<file path="src/rtl/core/vmavg_pkg.sv">
// shared constants, types and state codes for the moving average block
`timescale 1ns / 1ps

package vmavg_pkg;

    // fixed field widths
    localparam int SAMPLE_W = 16;
    localparam int CFG_W    = 8;

    // default store depth and register reset value
    localparam int          WINDOW_MAX_DEF   = 128;
    localparam logic [7:0]  WINDOW_LEN_RESET = 8'd15;

    // sequencer states
    typedef enum logic [2:0] {
        ST_IDLE,
        ST_ACCUM,
        ST_START,
        ST_DIVIDE,
        ST_WRITE
    } vmavg_state_t;

    // per-cycle command shared by every cell of the history chain
    typedef struct packed {
        logic shift;   // take the lower neighbour (new sample enters cell 0)
        logic rotate;  // take the upper neighbour (cell 0 wraps to the top)
    } cell_ctrl_t;

endpackage

</file>
<file path="src/rtl/core/vmavg_cell.sv">
// one history cell: holds a sample, shifts up on a new beat or rotates down
`timescale 1ns / 1ps

module vmavg_cell
    import vmavg_pkg::*;
(
    input  logic                       clk,
    input  logic                       rst_n,
    input  cell_ctrl_t                 ctrl,
    input  logic signed [SAMPLE_W-1:0] shift_in,
    input  logic signed [SAMPLE_W-1:0] rot_in,
    output logic signed [SAMPLE_W-1:0] value
);

    logic signed [SAMPLE_W-1:0] value_reg;
    logic signed [SAMPLE_W-1:0] value_next;

    // select the neighbour to take this cycle
    always_comb
    begin
        value_next = value_reg;
        if (ctrl.shift)
        begin
            value_next = shift_in;
        end
        else if (ctrl.rotate)
        begin
            value_next = rot_in;
        end
    end

    // history starts out as zeros
    always_ff @(posedge clk or negedge rst_n)
    begin
        if (!rst_n)
        begin
            value_reg <= '0;
        end
        else
        begin
            value_reg <= value_next;
        end
    end

    assign value = value_reg;

endmodule

</file>
<file path="src/rtl/core/vmavg_div.sv">
// signed sum by unsigned count, one quotient bit per cycle, truncated toward zero
`timescale 1ns / 1ps

module vmavg_div
    import vmavg_pkg::*;
#(
    parameter int SUM_W = 23,
    parameter int DIV_W = 8
)
(
    input  logic                       clk,
    input  logic                       rst_n,
    input  logic                       start,
    input  logic signed [SUM_W-1:0]    dividend,
    input  logic [DIV_W-1:0]           divisor,
    output logic                       busy,
    output logic signed [SAMPLE_W-1:0] quotient
);

    localparam int CNT_W = $clog2(SUM_W + 1);

    logic             busy_reg;
    logic             busy_next;
    logic [CNT_W-1:0] cnt_reg;
    logic [CNT_W-1:0] cnt_next;
    logic             neg_reg;
    logic             neg_next;
    logic [DIV_W-1:0] den_reg;
    logic [DIV_W-1:0] den_next;
    logic [DIV_W-1:0] rem_reg;
    logic [DIV_W-1:0] rem_next;
    logic [SUM_W-1:0] quo_reg;
    logic [SUM_W-1:0] quo_next;
    logic [DIV_W:0]   partial;
    logic [DIV_W:0]   diff;
    logic [SUM_W-1:0] quo_signed;

    // one restoring step per cycle
    always_comb
    begin
        busy_next = busy_reg;
        cnt_next  = cnt_reg;
        neg_next  = neg_reg;
        den_next  = den_reg;
        rem_next  = rem_reg;
        quo_next  = quo_reg;
        partial   = {rem_reg, quo_reg[SUM_W-1]};
        diff      = partial - {1'b0, den_reg};
        if (start)
        begin
            busy_next = 1'b1;
            cnt_next  = '0;
            neg_next  = dividend[SUM_W-1];
            den_next  = divisor;
            rem_next  = '0;
            quo_next  = dividend[SUM_W-1] ? (~dividend + 1'b1) : dividend;
        end
        else if (busy_reg)
        begin
            if (!diff[DIV_W])
            begin
                rem_next = diff[DIV_W-1:0];
                quo_next = {quo_reg[SUM_W-2:0], 1'b1};
            end
            else
            begin
                rem_next = partial[DIV_W-1:0];
                quo_next = {quo_reg[SUM_W-2:0], 1'b0};
            end
            cnt_next = cnt_reg + 1'b1;
            if (cnt_reg == CNT_W'(SUM_W - 1))
            begin
                busy_next = 1'b0;
            end
        end
    end

    // control state
    always_ff @(posedge clk or negedge rst_n)
    begin
        if (!rst_n)
        begin
            busy_reg <= 1'b0;
            cnt_reg  <= '0;
        end
        else
        begin
            busy_reg <= busy_next;
            cnt_reg  <= cnt_next;
        end
    end

    // datapath
    always_ff @(posedge clk)
    begin
        neg_reg <= neg_next;
        den_reg <= den_next;
        rem_reg <= rem_next;
        quo_reg <= quo_next;
    end

    // restore the sign of the magnitude quotient
    assign quo_signed = neg_reg ? (~quo_reg + 1'b1) : quo_reg;
    assign quotient   = quo_signed[SAMPLE_W-1:0];
    assign busy       = busy_reg;

endmodule

</file>
<file path="src/rtl/core/variable_window_moving_average.sv">
// top level: history chain of cells, serial accumulator and bit-serial divider
`timescale 1ns / 1ps

// Moving average over the newest window_len samples, truncated toward zero.
// The history is a chain of WINDOW_MAX cells, zeroed by reset. An accepted
// beat shifts the new sample into the chain; the chain then rotates once
// through all WINDOW_MAX cells while the accumulator adds the newest
// window_len entries, then the divider produces one quotient bit per cycle.
// A new sample is taken only in the idle state, after the divider has
// finished and the average has entered the output register. A finished
// average waits in the output register while the next sample is taken.
// window_len of zero acts as one and values above WINDOW_MAX act as
// WINDOW_MAX; write it only when idle.
module variable_window_moving_average
    import vmavg_pkg::*;
#(
    parameter int WINDOW_MAX = WINDOW_MAX_DEF
)
(
    input  logic                clk,
    input  logic                rst_n,
    input  logic                s_tvalid,
    output logic                s_tready,
    input  logic [15:0]         s_tdata,   // [15:0] sample
    output logic                m_tvalid,
    input  logic                m_tready,
    output logic [15:0]         m_tdata,   // [15:0] average
    input  logic                cfg_valid,
    output logic                cfg_ready,
    input  logic [CFG_W-1:0]    cfg_data   // window_len
);

    localparam int NW    = $clog2(WINDOW_MAX + 1);
    localparam int SUM_W = SAMPLE_W + $clog2(WINDOW_MAX);

    vmavg_state_t               state_reg;
    vmavg_state_t               state_next;
    logic [CFG_W-1:0]           win_reg;
    logic [NW-1:0]              n_reg;
    logic [NW-1:0]              n_next;
    logic [NW-1:0]              cnt_reg;
    logic [NW-1:0]              cnt_next;
    logic signed [SUM_W-1:0]    acc_reg;
    logic signed [SUM_W-1:0]    acc_next;
    logic                       m_valid_reg;
    logic                       m_valid_next;
    logic [SAMPLE_W-1:0]        m_data_reg;
    logic [SAMPLE_W-1:0]        m_data_next;
    logic                       accept;
    logic                       div_start;
    logic                       div_busy;
    logic signed [SAMPLE_W-1:0] div_quo;
    logic [NW-1:0]              n_eff;
    cell_ctrl_t                 cell_ctrl;
    logic signed [SAMPLE_W-1:0] cell_val [WINDOW_MAX];

    assign accept    = s_tvalid && s_tready;
    assign s_tready  = (state_reg == ST_IDLE);
    assign cfg_ready = 1'b1;

    // configuration register
    always_ff @(posedge clk or negedge rst_n)
    begin
        if (!rst_n)
        begin
            win_reg <= WINDOW_LEN_RESET;
        end
        else if (cfg_valid && cfg_ready)
        begin
            win_reg <= cfg_data;
        end
    end

    // clamp the window to one .. WINDOW_MAX
    always_comb
    begin
        if (win_reg == '0)
        begin
            n_eff = NW'(1);
        end
        else if (32'(win_reg) > WINDOW_MAX)
        begin
            n_eff = NW'(WINDOW_MAX);
        end
        else
        begin
            n_eff = NW'(win_reg);
        end
    end

    // chain of history cells
    assign cell_ctrl.shift  = accept;
    assign cell_ctrl.rotate = (state_reg == ST_ACCUM);

    for (genvar i = 0; i < WINDOW_MAX; i++)
    begin : g_cell
        logic signed [SAMPLE_W-1:0] lower;
        logic signed [SAMPLE_W-1:0] upper;
        if (i == 0)
        begin : g_first
            assign lower = s_tdata;
        end
        else
        begin : g_mid_lo
            assign lower = cell_val[i-1];
        end
        if (i == WINDOW_MAX - 1)
        begin : g_last
            assign upper = cell_val[0];
        end
        else
        begin : g_mid_hi
            assign upper = cell_val[i+1];
        end
        vmavg_cell u_cell (
            .clk      (clk),
            .rst_n    (rst_n),
            .ctrl     (cell_ctrl),
            .shift_in (lower),
            .rot_in   (upper),
            .value    (cell_val[i])
        );
    end

    // bit-serial divider
    vmavg_div #(
        .SUM_W (SUM_W),
        .DIV_W (NW)
    ) u_div (
        .clk      (clk),
        .rst_n    (rst_n),
        .start    (div_start),
        .dividend (acc_reg),
        .divisor  (n_reg),
        .busy     (div_busy),
        .quotient (div_quo)
    );

    // sequencer, accumulator and output register
    always_comb
    begin
        state_next   = state_reg;
        n_next       = n_reg;
        cnt_next     = cnt_reg;
        acc_next     = acc_reg;
        m_valid_next = m_valid_reg;
        m_data_next  = m_data_reg;
        div_start    = 1'b0;
        if (m_valid_reg && m_tready)
        begin
            m_valid_next = 1'b0;
        end
        case (state_reg)
            ST_IDLE:
            begin
                if (accept)
                begin
                    n_next     = n_eff;
                    cnt_next   = '0;
                    acc_next   = '0;
                    state_next = ST_ACCUM;
                end
            end
            ST_ACCUM:
            begin
                // cell 0 shows the entry cnt_reg places from the newest
                if (cnt_reg < n_reg)
                begin
                    acc_next = acc_reg + SUM_W'(cell_val[0]);
                end
                cnt_next = cnt_reg + 1'b1;
                if (cnt_reg == NW'(WINDOW_MAX - 1))
                begin
                    state_next = ST_START;
                end
            end
            ST_START:
            begin
                div_start  = 1'b1;
                state_next = ST_DIVIDE;
            end
            ST_DIVIDE:
            begin
                if (!div_busy)
                begin
                    state_next = ST_WRITE;
                end
            end
            ST_WRITE:
            begin
                if (!m_valid_reg || m_tready)
                begin
                    m_valid_next = 1'b1;
                    m_data_next  = div_quo;
                    state_next   = ST_IDLE;
                end
            end
            default:
            begin
                state_next = ST_IDLE;
            end
        endcase
    end

    // control state
    always_ff @(posedge clk or negedge rst_n)
    begin
        if (!rst_n)
        begin
            state_reg   <= ST_IDLE;
            cnt_reg     <= '0;
            m_valid_reg <= 1'b0;
        end
        else
        begin
            state_reg   <= state_next;
            cnt_reg     <= cnt_next;
            m_valid_reg <= m_valid_next;
        end
    end

    // datapath
    always_ff @(posedge clk)
    begin
        n_reg      <= n_next;
        acc_reg    <= acc_next;
        m_data_reg <= m_data_next;
    end

    assign m_tvalid = m_valid_reg;
    assign m_tdata  = m_data_reg;

    // a new result only appears out of the write state
    a_valid_from_write: assert property (@(posedge clk) disable iff (!rst_n)
        $rose(m_tvalid) |-> $past(state_reg == ST_WRITE))
        else $error("result appeared outside write state");

    // the divider is quiet whenever a new sample may be taken
    a_div_idle: assert property (@(posedge clk) disable iff (!rst_n)
        (state_reg == ST_IDLE) |-> !div_busy)
        else $error("divider busy while idle");

    // the latched window stays within one .. WINDOW_MAX during the sum
    a_window_range: assert property (@(posedge clk) disable iff (!rst_n)
        (state_reg == ST_ACCUM) |-> (n_reg != '0 && 32'(n_reg) <= WINDOW_MAX))
        else $error("window out of range");

    // the rotation count never passes the chain length
    a_cnt_range: assert property (@(posedge clk) disable iff (!rst_n)
        (state_reg == ST_ACCUM) |-> (32'(cnt_reg) < WINDOW_MAX))
        else $error("rotation count overrun");

    // the sum is handed over exactly when the rotation ends
    a_start_after_accum: assert property (@(posedge clk) disable iff (!rst_n)
        (state_reg == ST_START) |-> $past(state_reg == ST_ACCUM))
        else $error("divider started out of order");

endmodule

</file>
<file path="config.mk">
export PLATFORM = sky130hd
export DESIGN_NAME = variable_window_moving_average
export DESIGN_NICKNAME = d
export VERILOG_FILES = /design/src/rtl/core/vmavg_pkg.sv /design/src/rtl/core/vmavg_cell.sv /design/src/rtl/core/vmavg_div.sv /design/src/rtl/core/variable_window_moving_average.sv
export SDC_FILE = /design/constraint.sdc
export NUM_CORES = 2
export LEC_CHECK = 0
export ABC_AREA = 1
export BUFFER_PORTS_ARGS = -buffer_cell sky130_fd_sc_hd__buf_2
export CAP_MARGIN = 5
export CORE_MARGIN = 8
export CORE_UTILIZATION = 35
export CTS_CLUSTER_DIAMETER = 80
export DETAILED_ROUTE_END_ITERATION = 8
export SLEW_MARGIN = 25
export SYNTH_ARGS = -nofsm -noshare
export SYNTH_HDL_FRONTEND = slang
export SYNTH_SLANG_ARGS = --single-unit
</file>
<file path="constraint.sdc">
create_clock -name clk -period 6.25 [get_ports clk]
set_clock_uncertainty 0.2 [all_clocks]
set_input_delay 0.3125 -clock clk [delete_from_list [all_inputs] [get_ports clk]]
set_output_delay 0.3125 -clock clk [all_outputs]
set_load 0.01 [all_outputs]
</file>
==> run_summary.xml <==
<?xml version="1.0" encoding="UTF-8"?>
<metrics>
  <group name="cts">
    <metric name="cts_buffer_depth" unit="">3</metric>
    <metric name="post-cts-setup-buffer-count" unit="">0</metric>
    <metric name="clk_latency" unit="ns">0.85</metric>
    <metric name="htree_num_levels" unit="">4</metric>
    <metric name="numClockSinks" unit="">2161</metric>
    <metric name="tritoncts" unit="">done</metric>
    <metric name="cts.root.buffer_cell" unit="">clkbuf_16</metric>
    <metric name="path_clk_slew" unit="ns">0.06</metric>
    <metric name="cts-buffers-inserted" unit="">216</metric>
  </group>
  <group name="synth">
    <metric name="netlist.area_leader.share" unit="%">53.9</metric>
    <metric name="synth_enable_flop_cells" unit="">79</metric>
    <metric name="post-synth-top-area-cell" unit="">dfrtp_1</metric>
    <metric name="mapped_cell_area" unit="µm²">96000</metric>
    <metric name="post_synth.cell_area_avg" unit="µm²">9.16</metric>
    <metric name="mappedNetlistNets" unit="">10600</metric>
    <metric name="netlist-cell-type-count" unit="">44</metric>
    <metric name="synth-main-ff-cell" unit="">dfrtp_1</metric>
    <metric name="synth-warning-count" unit="">0</metric>
    <metric name="number_of_instances_in_the_synthesized_netlist" unit="">10500</metric>
    <metric name="async_flop_share" unit="%">96.0</metric>
    <metric name="synth_top_cells_by_area" unit="">dfrtp_1 (54%), o21ai_0 (12%), o221ai_1 (10%)</metric>
    <metric name="ys_seq_area_share" unit="%">56.7</metric>
    <metric name="synth-seq-cells" unit="">2161</metric>
  </group>
  <group name="global_route">
    <metric name="pin_count_of_the_biggest_net_entering_global_routing" unit="">246</metric>
    <metric name="grt_pass1_vias" unit="">72900</metric>
    <metric name="globalRoute.totalOverflow" unit="">0</metric>
    <metric name="grt_pass1_wl" unit="µm">371000</metric>
    <metric name="grt_antenna_before_repair" unit="">2</metric>
    <metric name="grt_util_all_layers" unit="%">14.5</metric>
  </group>
  <group name="worst_setup_path">
    <metric name="cp_slowest_stage_delay" unit="ns">0.96</metric>
    <metric name="buffers_inverters_on_critical_path" unit="">3</metric>
    <metric name="crit_chain" unit="">nor2_2 -&gt; nand2_1 -&gt; inv_2 -&gt; nand2_8 -&gt; nand2_8 -&gt; inv_8 -&gt; buf_4 -&gt; nand2_1 -&gt; o221ai_1</metric>
    <metric name="arrival_time_at_the_worst_endpoint" unit="ns">4.41</metric>
    <metric name="crit_path_top_delay_cell" unit="">inv_8</metric>
    <metric name="worstSetupPathType" unit="">flip-flop to flip-flop</metric>
    <metric name="cpLargestDelayFamily" unit="">buffers and inverters</metric>
    <metric name="worst-path-max-fanout" unit="">137</metric>
    <metric name="end_kind" unit="">flip-flop</metric>
    <metric name="start_kind" unit="">flip-flop</metric>
    <metric name="worst_path_required" unit="ns">6.80</metric>
  </group>
  <group name="sta">
    <metric name="setup_repair_after_global_routing_missed_its_margin" unit="">false</metric>
    <metric name="final_critical_path_setup_slack" unit="ns">2.39</metric>
    <metric name="max_transition_viols_final" unit="">0</metric>
    <metric name="layout_min_cycle_time" unit="ns">3.86</metric>
    <metric name="finalSetupViolCount" unit="">0</metric>
    <metric name="timing.fmax" unit="MHz">259</metric>
    <metric name="fin_crit_sh" unit="%">61.7</metric>
    <metric name="finalHoldWorstSlack" unit="ns">0.106</metric>
    <metric name="timing_hold_violations_final" unit="">0</metric>
    <metric name="worstMarginPinSlew" unit="ns">1.08</metric>
    <metric name="tns" unit="ns">0</metric>
    <metric name="worst_slew_margin_rel" unit="%">27.9</metric>
  </group>
  <group name="placed_design">
    <metric name="dpl.hpwl" unit="µm">120000</metric>
    <metric name="dp_slack" unit="ns">2.37</metric>
    <metric name="globalplace.congestion" unit="">0.807</metric>
    <metric name="portBuffers" unit="">46</metric>
    <metric name="place.detailed.instances" unit="">13400</metric>
  </group>
  <group name="finish">
    <metric name="finalNetCount" unit="">10200</metric>
    <metric name="final_layout_size_suffix_gt1_share" unit="%">4.77</metric>
    <metric name="ff_latch_area" unit="µm²">54400</metric>
    <metric name="nFillCells" unit="">26600</metric>
    <metric name="finalCoreUtilization" unit="%">38.9</metric>
    <metric name="largest_register_ffs" unit="">2048</metric>
    <metric name="area_growth" unit="%">10.7</metric>
    <metric name="multiInputGateArea" unit="µm²">31600</metric>
    <metric name="post_layout_nonfiller_instances" unit="">13900</metric>
  </group>
  <group name="die">
    <metric name="die_area" unit="µm²">291000</metric>
    <metric name="floorplan.initialDensity" unit="%">35.1</metric>
    <metric name="core_region_area" unit="µm²">273000</metric>
    <metric name="io_pins" unit="">48</metric>
    <metric name="die_h" unit="µm">540</metric>
    <metric name="row_count" unit="">192</metric>
    <metric name="fp.dieW" unit="µm">540</metric>
  </group>
  <group name="detailed_routing">
    <metric name="drc" unit="">0</metric>
    <metric name="avgRoutedWirePerCell" unit="µm">15.8</metric>
    <metric name="dr_total_vias" unit="">74000</metric>
    <metric name="route.detailed.vias_per_inst" unit="">5.34</metric>
    <metric name="drt-pass1-iter-count" unit="">6</metric>
    <metric name="detail_route.iter0.violations" unit="">6986</metric>
    <metric name="antenna_left" unit="">0</metric>
    <metric name="detailed_route_wl" unit="µm">219000</metric>
  </group>
  <group name="power">
    <metric name="cellPowerDensity" unit="nW/µm²">609</metric>
    <metric name="vdd.ir_drop.worst" unit="V">0.000650</metric>
    <metric name="leakage" unit="µW">0.0477</metric>
  </group>
  <group name="job">
    <metric name="maximum_capacitance_violations" unit="">0</metric>
  </group>
  <group name="outcome">
    <metric name="outcome" unit="">complete, no violations</metric>
  </group>
  <group name="hold_path">
    <metric name="min-delay-path-class" unit="">primary input to flip-flop</metric>
  </group>
</metrics>
-- Yosys cell counts (42+ instances only) --
| cell type | n |
|---|---|
| o21ai_1 | 105 |
| ha_1 | 42 |
| nor2_1 | 171 |
| o22ai_1 | 76 |
| edfxtp_1 | 79 |
| inv_1 | 1781 |
| nand3_1 | 80 |
| o21ai_0 | 2267 |
| o221ai_1 | 1113 |
| a21oi_1 | 353 |
| clkbuf_1 | 512 |
| buf_2 | 253 |
| nand2_1 | 1437 |
| dfrtp_1 | 2070 |
-- final cells by class --
cell class                      instances  share of cell area [%]
Timing Repair Buffer                  191                    1.89
Sequential cell                      2161                    51.2
Multi-Input combinational cell       5738                    29.7
Clock inverter                         66                   0.632
Inverter                             1785                    6.32
Tap cell                             3589                    4.22
Clock buffer                          329                    6.04
Antenna cell                            2                 0.00471
-- routing by layer --
metal  track usage [%]  part of all wire [%]  up-vias
met3              1.99                   4.1      262
li1                  -                     -    35100
met1              20.5                    48    37200
met2              23.9                    47     1472
met5                 0                     0        -
met4              3.28                   1.6        0
-- where the power goes --
| part | switching [µW] | internal (µW) | total [µW] |
|---|---|---|---|
| clock network | 5530 | 7410 | 12900 |
| logic | 18600 | 8720 | 27300 |
| registers | 3260 | 21300 | 24500 |
| total | 27400 | 37400 | 64800 |
-- per-stage QoR --
stage          cell area [µm²]  total power [µW]
6_report                106000             64800
5_1_grt                 106000             70400
4_1_cts                 106000             65300
3_5_place_dp             98600             52000
3_3_place_gp             98600             50700
2_1_floorplan            96000             44800
-- placed cells by master (no fill, tap or decap), drive strengths merged, types with 79 or more instances in the layout --
cell	Yosys	final
a21oi	353	353
nor2	172	172
inv	1784	1797
o221ai	1113	1113
o21ai	2372	2372
edfxtp	79	79
clkbuf	516	329
buf	286	136
nand3	81	81
dfrtp	2070	2070
nand2	1439	1439
-- tightest hold or removal path: stages --
cell           delay, ns
dlygate4sd3_1       0.52
buf_2               0.12
nand2_1             0.07
o211ai_1            0.08
-- final timing paths --
path | to | depth (start not counted) | slack [ns] | start
worst max-delay path | g_cell[19].u_cell.value[8] | 9 | 2.39 | state_reg[0]
worst min-delay path | g_cell[0].u_cell.value[4] | 4 | 0.11 | s_tdata[4]
worst max register to register | g_cell[19].u_cell.value[8] | 9 | 2.39 | state_reg[0]
worst min register to register | m_tdata[0] | 0 | 0.26 | u_div.quo_reg[0]
max in group asynchronous | g_cell[73].u_cell.value[5] | 5 | 3.84 | rst_n
min in group asynchronous | g_cell[36].u_cell.value[5] | 3 | 0.38 | rst_n
-- logic make-up (layout without fill, tap and decap cells) --
logic type                 after synthesis  count (layout)  share of synthesized area, %
xor gates and xnor gates                21              21                         0.192
adders and majority gates               44              44                         0.589
muxes                                    1               1                        0.0117
DFF                                   2161            2161                          56.7
buffers and inverters                 2587            2371                          10.5
other                                    1               3                       0.00391
AOI/OAI and AO/OA                     3934            3934                          25.0
and+or+nand+nor                       1737            1737                          7.05
-- repair_timing --
action	in CTS	in global routing
hold buffers	56	0
resized for setup	0	0
hold endpoints to repair	371	0
Power figures use the tool's default switching activity.
